**src/sv/random_replacement_policy_top_assert.svh**
```systemverilog
// ----------------------------------------------------------------------------
// random replacement policy assertion macros
// shared property forms for the block's concurrent checks
// ----------------------------------------------------------------------------
`ifndef RANDOM_REPLACEMENT_POLICY_TOP_ASSERT_SVH
`define RANDOM_REPLACEMENT_POLICY_TOP_ASSERT_SVH

// same-cycle implication
`define RRP_ASSERT_IMP(lbl, clk, rst_n, ante, cons, msg) \
  lbl: assert property (@(posedge clk) disable iff (!rst_n) (ante) |-> (cons)) \
    else $error(msg);

// next-cycle implication
`define RRP_ASSERT_NXT(lbl, clk, rst_n, ante, cons, msg) \
  lbl: assert property (@(posedge clk) disable iff (!rst_n) (ante) |=> (cons)) \
    else $error(msg);

`endif

```
**src/sv/rrp_pkg.sv**
```systemverilog
// ----------------------------------------------------------------------------
// rrp_pkg
// types, codes and helpers shared by the random replacement policy block
// ----------------------------------------------------------------------------
package rrp_pkg;

  localparam int ENTRIES   = 256;
  localparam int IDX_W     = $clog2(ENTRIES);
  localparam int CNT_W     = $clog2(ENTRIES + 1);
  localparam int ID_W      = 64;
  localparam int SIZE_W    = 32;
  localparam int LIMIT_W   = 40;
  localparam int LFSR_W    = 32;
  localparam int STATUS_W  = 3;
  localparam int CMD_W     = 2;
  localparam int CFG_IDX_W = 1;
  localparam int CFG_DATA_W = LIMIT_W;
  localparam int PROD_W    = LFSR_W + CNT_W;

  localparam logic [LFSR_W-1:0] LFSR_TAPS = 32'h8020_0003;
  localparam logic [LFSR_W-1:0] LFSR_ONE  = 32'h0000_0001;

  localparam logic [CMD_W-1:0] CMD_INSERT = 2'd0;
  localparam logic [CMD_W-1:0] CMD_HIT    = 2'd1;
  localparam logic [CMD_W-1:0] CMD_EVICT  = 2'd2;
  localparam logic [CMD_W-1:0] CMD_REMOVE = 2'd3;

  localparam logic [STATUS_W-1:0] ST_DONE      = 3'd0;
  localparam logic [STATUS_W-1:0] ST_TOO_LARGE = 3'd1;
  localparam logic [STATUS_W-1:0] ST_PRESENT   = 3'd2;
  localparam logic [STATUS_W-1:0] ST_NOT_FOUND = 3'd3;
  localparam logic [STATUS_W-1:0] ST_EMPTY     = 3'd4;
  localparam logic [STATUS_W-1:0] ST_FULL      = 3'd5;

  localparam logic [CFG_IDX_W-1:0] CFG_BYTE_LIMIT  = 1'b0;
  localparam logic [CFG_IDX_W-1:0] CFG_RANDOM_SEED = 1'b1;

  typedef struct packed {
    logic [CMD_W-1:0]  command;
    logic [ID_W-1:0]   obj_id;
    logic [SIZE_W-1:0] obj_bytes;
  } in_t;

  typedef struct packed {
    logic [ID_W-1:0]     evict_id;
    logic                victim_valid;
    logic [STATUS_W-1:0] status;
    logic [CNT_W-1:0]    occupancy;
  } out_t;

  typedef struct packed {
    logic                accept;
    logic                lfsr_step;
    logic                scan_clear;
    logic                scan_run;
    logic                mul_load;
    logic                rd_slot;
    logic                slot_from_match;
    logic                rd_last;
    logic                victim_cap;
    logic                wr_insert;
    logic                wr_move;
    logic                finish;
    logic [STATUS_W-1:0] status;
    logic                victim_valid;
  } ctl_t;

  typedef struct packed {
    logic [CMD_W-1:0] cmd;
    logic             too_large;
    logic             cnt_zero;
    logic             cnt_full;
    logic             match_hit;
    logic             scan_done;
  } sts_t;

  function automatic logic [LFSR_W-1:0] lfsr_next(input logic [LFSR_W-1:0] s);
    logic [LFSR_W-1:0] sh;
    sh = s >> 1;
    return s[0] ? (sh ^ LFSR_TAPS) : sh;
  endfunction

endpackage

```
**src/sv/rrp_ctrl.sv**
```systemverilog
// ----------------------------------------------------------------------------
// rrp_ctrl
// request sequencer: decode, id scan, victim pick and slot compaction
// ----------------------------------------------------------------------------
module rrp_ctrl (
  input  logic          clk,
  input  logic          rst_n,
  input  logic          start,
  output logic          busy,
  input  rrp_pkg::sts_t sts,
  output rrp_pkg::ctl_t ctl
);

  typedef enum logic [7:0] {
    S_IDLE    = 8'b0000_0001,
    S_DECODE  = 8'b0000_0010,
    S_SCAN    = 8'b0000_0100,
    S_MUL     = 8'b0000_1000,
    S_RD_SLOT = 8'b0001_0000,
    S_RD_LAST = 8'b0010_0000,
    S_WR_MOVE = 8'b0100_0000,
    S_SPARE   = 8'b1000_0000
  } state_t;

  state_t state_r, state_nxt;

  always_ff @(posedge clk) begin
    if (!rst_n) begin
      state_r <= S_IDLE;
    end else begin
      state_r <= state_nxt;
    end
  end

  assign busy = (state_r != S_IDLE);

  always_comb begin
    state_nxt = state_r;
    ctl       = '0;
    unique case (state_r)
      S_IDLE: begin
        if (start) begin
          ctl.accept = 1'b1;
          state_nxt  = S_DECODE;
        end
      end
      S_DECODE: begin
        unique case (sts.cmd)
          rrp_pkg::CMD_INSERT: begin
            if (sts.too_large) begin
              ctl.finish = 1'b1;
              ctl.status = rrp_pkg::ST_TOO_LARGE;
              state_nxt  = S_IDLE;
            end else begin
              ctl.scan_clear = 1'b1;
              state_nxt      = S_SCAN;
            end
          end
          rrp_pkg::CMD_HIT: begin
            ctl.finish = 1'b1;
            ctl.status = rrp_pkg::ST_DONE;
            state_nxt  = S_IDLE;
          end
          rrp_pkg::CMD_EVICT: begin
            if (sts.cnt_zero) begin
              ctl.finish = 1'b1;
              ctl.status = rrp_pkg::ST_EMPTY;
              state_nxt  = S_IDLE;
            end else begin
              ctl.lfsr_step = 1'b1;
              state_nxt     = S_MUL;
            end
          end
          rrp_pkg::CMD_REMOVE: begin
            ctl.scan_clear = 1'b1;
            state_nxt      = S_SCAN;
          end
          default: begin
            state_nxt = S_IDLE;
          end
        endcase
      end
      S_SCAN: begin
        if (sts.match_hit) begin
          if (sts.cmd == rrp_pkg::CMD_INSERT) begin
            ctl.finish = 1'b1;
            ctl.status = rrp_pkg::ST_PRESENT;
            state_nxt  = S_IDLE;
          end else begin
            ctl.slot_from_match = 1'b1;
            state_nxt           = S_RD_LAST;
          end
        end else if (sts.scan_done) begin
          ctl.finish = 1'b1;
          state_nxt  = S_IDLE;
          if (sts.cmd == rrp_pkg::CMD_INSERT) begin
            if (sts.cnt_full) begin
              ctl.status = rrp_pkg::ST_FULL;
            end else begin
              ctl.wr_insert = 1'b1;
              ctl.status    = rrp_pkg::ST_DONE;
            end
          end else begin
            ctl.status = rrp_pkg::ST_NOT_FOUND;
          end
        end else begin
          ctl.scan_run = 1'b1;
        end
      end
      S_MUL: begin
        ctl.mul_load = 1'b1;
        state_nxt    = S_RD_SLOT;
      end
      S_RD_SLOT: begin
        ctl.rd_slot = 1'b1;
        state_nxt   = S_RD_LAST;
      end
      S_RD_LAST: begin
        ctl.rd_last    = 1'b1;
        ctl.victim_cap = (sts.cmd == rrp_pkg::CMD_EVICT);
        state_nxt      = S_WR_MOVE;
      end
      S_WR_MOVE: begin
        ctl.wr_move      = 1'b1;
        ctl.finish       = 1'b1;
        ctl.status       = rrp_pkg::ST_DONE;
        ctl.victim_valid = (sts.cmd == rrp_pkg::CMD_EVICT);
        state_nxt        = S_IDLE;
      end
      default: begin
        state_nxt = S_IDLE;
      end
    endcase
  end

endmodule

```
**config.mk**
```make
export PLATFORM = sky130hd
export DESIGN_NAME = rrp_ctrl
export DESIGN_NICKNAME = d
export VERILOG_FILES = /design/src/sv/random_replacement_policy_top_assert.svh /design/src/sv/rrp_pkg.sv /design/src/sv/rrp_ctrl.sv
export SDC_FILE = /design/constraint.sdc
export NUM_CORES = 1
export LEC_CHECK = 0
export BUFFER_PORTS_ARGS = -buffer_cell sky130_fd_sc_hd__clkbuf_2
export CAP_MARGIN = 20
export CORE_MARGIN = 3
export CORE_UTILIZATION = 40
export DETAILED_ROUTE_END_ITERATION = 10
export HOLD_SLACK_MARGIN = 0.03
export MAX_ROUTING_LAYER = met4
export PLACE_DENSITY = 0.71
export SLEW_MARGIN = 20
export SYNTH_ARGS = -nofsm -noshare
export SYNTH_HDL_FRONTEND = slang
export SYNTH_SLANG_ARGS = --single-unit
```
**constraint.sdc**
```tcl
create_clock -name clk -period 5.7 [get_ports clk]
set_input_delay 0.285 -clock clk [delete_from_list [all_inputs] [get_ports clk]]
set_output_delay 0.285 -clock clk [all_outputs]
set_load 0.005 [all_outputs]
```
---- Word level (Yosys, flattened, before mapping) ----
Cells that the tools add are included.
word-level totals
  bits in registers ....................... 8
  input bits .............................. 10
  output and inout bits ................... 17
  logic and storage cells ................. 56
operators by class
  eq/ne operators ......................... 13
  multiplexer cells ....................... 40
  reduce and logical (&&, ||, !) cells .... 2
operators with widths
  operator                                                               number
  8-bit one-hot mux with 6 select lines                                  1
  8-bit one-hot mux with 4 select lines                                  1
  4-bit 2-to-1 mux                                                       6
  8-bit 2-to-1 mux                                                       3
  4-bit one-hot mux with 3 select lines                                  2
  1-bit 2-to-1 mux                                                       20
  3-bit 2-to-1 mux                                                       3
  8-bit by 1-bit equality test with 1-bit output, second input constant  1
  8-bit by 2-bit equality test with 1-bit output, second input constant  1
  8-bit by 3-bit equality test with 1-bit output, second input constant  1
  8-bit by 4-bit equality test with 1-bit output, second input constant  1
  8-bit by 5-bit equality test with 1-bit output, second input constant  1
  8-bit by 6-bit equality test with 1-bit output, second input constant  1
  8-bit by 7-bit equality test with 1-bit output, second input constant  1
  8-bit by 1-bit != test with 1-bit output, second input constant        1
  6-bit 2-to-1 mux                                                       1
  2-bit equality test, second input constant                             2
  2-bit 2-to-1 mux                                                       2
  3-bit != test, second input constant                                   1
  2-bit by 1-bit equality test with 1-bit output, second input constant  1
  2-bit logical NOT                                                      1
  2-bit != test, second input constant                                   1
  1-bit one-hot mux with 2 select lines                                  1
  2-bit AND reduction                                                    1

---- Depth between registers and ports, before layout ----
  word-level depth ........................ 5
  mapped depth ............................ 7
  gate-level depth less buffers ........... 6

---- Least setup slack after synthesis ----
No wires, ideal clock.
  path type ............................... flip-flop to output port
  start point ............................. register state_r[5]
  end point ............................... output ctl[4] (netlist name)
  arrival ................................. 1.917 ns
  path slack .............................. 3.498 ns
  cell stages (with the launch flop) ...... 8
  path through ............................ dfxtp_1 > buf_6 > or4_4 > or4b_4 > buf_6 > a211oi_1 > nor2_1 > nand2_1
RTL lines
  what                      RTL line        source
  start: declaration        rrp_ctrl.sv:25  state_t state_r, state_nxt;
  start signal: assignment  rrp_ctrl.sv:31  state_r <= state_nxt;
  end: declaration          rrp_ctrl.sv:11  output rrp_pkg::ctl_t ctl

==> flow_summary.ini <==
[run_status]
run_status = finished clean

[floorplanning]
die_y_um = 48.26
initial_utilization_pct = 44.82
die_x_um = 48.26
coreArea_um2 = 1594
std_cell_rows = 14
die-area_um2 = 2329
io_pins = 27

[logic_synthesis]
synth_edf_count = 0
synthCells = 85
netlist_area_um2 = 714.4
yosysTopAreaCell = dfxtp_1
yosys_warnings = 0
yosysSeqAreaShare_pct = 19.61
netlist_top_cells_area = dfxtp_1 20%, ha_1 11%, nor2_1 4.7%
ys_types = 36
ys_async_sr_fraction_pct = 0
ys_seq_elements = 7
syn_avg_cell_area_um2 = 8.405
synth_flop_cell = dfxtp_1
synth_top_area_share_pct = 19.61
synthesis.nets = 101

[power]
power_w = 0.0001625
p_per_area_nw_per_um2 = 186.0
p_leak_nw = 0.4074
max-vdd-ir-drop_mv = 0.1112

[clock_tree]
cts_tree = yes
post_cts_resized = 0
clk_pin_slew_ns = 0.05
insertion_delay_ns = 0.24
cts_buffer_depth = 2
numCtsBuffers = 3
clock-sinks = 7
cts_max_level = 1
post_cts_buffers = 0
clockRootBuffer = clkbuf_4
cts_hold_buf = 0

[setup_path]
setup.worst_path.start = state_r[5]$_SDFFE_PN0P_
r2r_slack_ns = 3.52
r2r_cells = 5
crit_path_end = ctl[4]
r2r_start = state_r[5]$_SDFFE_PN0P_
startpoint_type = flop
worst_ep_arrival_time_ns = 2.25
endpoint_kind = output pin
reg2reg_to = state_r[5]$_SDFFE_PN0P_
cp.required_ns = 5.41
crit_type = reg -> out
crit_fanout = 8

[drt]
ant_nets = 0
drtPass1Iterations = 2
drt_drc_violations_left = 0
wirelength_um = 1543
drt_iter0_drc = 4
wl_per_cell_um = 11.35
vias = 684
avgViaCountPerCell = 5.029

[sta]
drv_slew = 0
min_period_ns = 2.531
fmax_ghz = 0.3951
hold_viol = 0
worstMarginPinSlew_ns = 0.3552
relSlewSlack_pct = 76.10
fin_tns_setup_ns = 0
min_period_over_period_pct = 44.41
setup_violations = 0
clock_skew_ns = 0.002829
rsz0062_at_grt = false

[layout]
top_regs = state_r: 7 flops
largest_register = state_r
largest_register_ffs = 7
stdcell_count = 136
area_growth_pct = 22.24
nets = 129
diodes = 0
num-fill-cells = 150
drive_gt1_share_pct = 36.61
design_area_um2 = 873.3

[global_routing]
track_usage_pct = 14.76
antenna_found_initial = 0
grt_max_degree = 9
grt_pass1_vias = 574
overflow = 0
grt_pass1_wl_um = 2415

[hold_path]
hold_path_depth = 2
holdCritPathClass = in -> reg

[placed_design]
io_buffers = 26
hpwl_um = 1327
dpl_cell_area_um2 = 847.1
gp_congestion = 0.6884
dp_cells = 132

[job]
max_cap_violations = 0
cell usage after synthesis, drive strengths merged, types with 2 or more instances:
cell type and instances:
nor2 9, dfxtp 7, inv 7, ha 6, nor3 6, nor3b 6
o21ai 5, a21oi 4, nor2b 4, nand2 3, and2 2, buf 2
nand3 2, nor4 2, or4b 2
final cells by class:
type                    count  area [µm²]  share of cell area [%]
flip-flops and latches      7       140.1                   16.05
clock buffers               4       26.28                   3.009
inverters                   7       26.28                   3.009
well taps                  24       30.03                   3.438
multi-input cells          68       520.5                   59.60
repair buffers             26       130.1                   14.90
stage by stage:
step / hold WS, ns / util, % / setup WS, ns
floorplan: 0.3510 / - / 3.498
global route: 0.2263 / 54.79 / 3.068
finish: 0.2297 / 54.79 / 3.169
CTS: 0.2255 / 54.79 / 3.161
global placement: 0.4720 / 53.14 / 3.455
detailed placement: 0.4814 / 53.14 / 3.427
how the worst min path moves through the flow:
stage           from                      end
2_1_floorplan  rst_n  state_r[0]$_SDFFE_PN1P_
3_3_place_gp   rst_n  state_r[0]$_SDFFE_PN1P_
3_5_place_dp   rst_n  state_r[0]$_SDFFE_PN1P_
4_1_cts        rst_n  state_r[0]$_SDFFE_PN1P_
5_1_grt        rst_n  state_r[0]$_SDFFE_PN1P_
6_report       rst_n  state_r[0]$_SDFFE_PN1P_
power by group:
part / internal (W) / leakage (nW) / switching [W]
combinational: 0.0000284 / 0.335 / 0.0000329
clock: 0.0000266 / 0.0150 / 0.0000166
sequential: 0.0000526 / 0.0570 / 0.00000540
cells by family (layout without fill, tap and decap cells):
logic type      Yosys count  after routing  share of synthesized area, %
simple gates             42             42                         38.00
xor+xnor                  2              2                         2.452
fa+ha+maj                 6              6                         10.51
buf+inv                  10             37                         7.530
mux                       1              1                         1.401
flops                     7              7                         19.61
compound gates           17             17                         20.49
cells in the final DEF (no fill, tap or decap), types with 2 or more instances in the layout:
cell,n
nand2_1,3
o21ai_0,5
nor4_1,2
nand3_1,2
nor2_1,9
clkbuf_2,26
nor3_1,6
and2_1,2
nor3b_1,4
nor2b_1,4
inv_1,7
ha_1,6
dfxtp_1,7
a21oi_1,4
clkbuf_4,3
worst max-delay path, cell delays in order (launching register included):
cell and delay, ns:
dfxtp_1 0.37, or4_4 0.56, or4b_4 0.60, a211oi_1 0.24
nor2_1 0.06, nand2_1 0.06, clkbuf_2 0.10
routing by layer:
metal | GRT usage (%) | share of wire (%)
met1 | 18.98 | 50
met2 | 25.00 | 45
met3 | 2.214 | 5.0
met4 | 1.613 | 0
met5 | - | 0
Power figures use the tool's default switching activity.
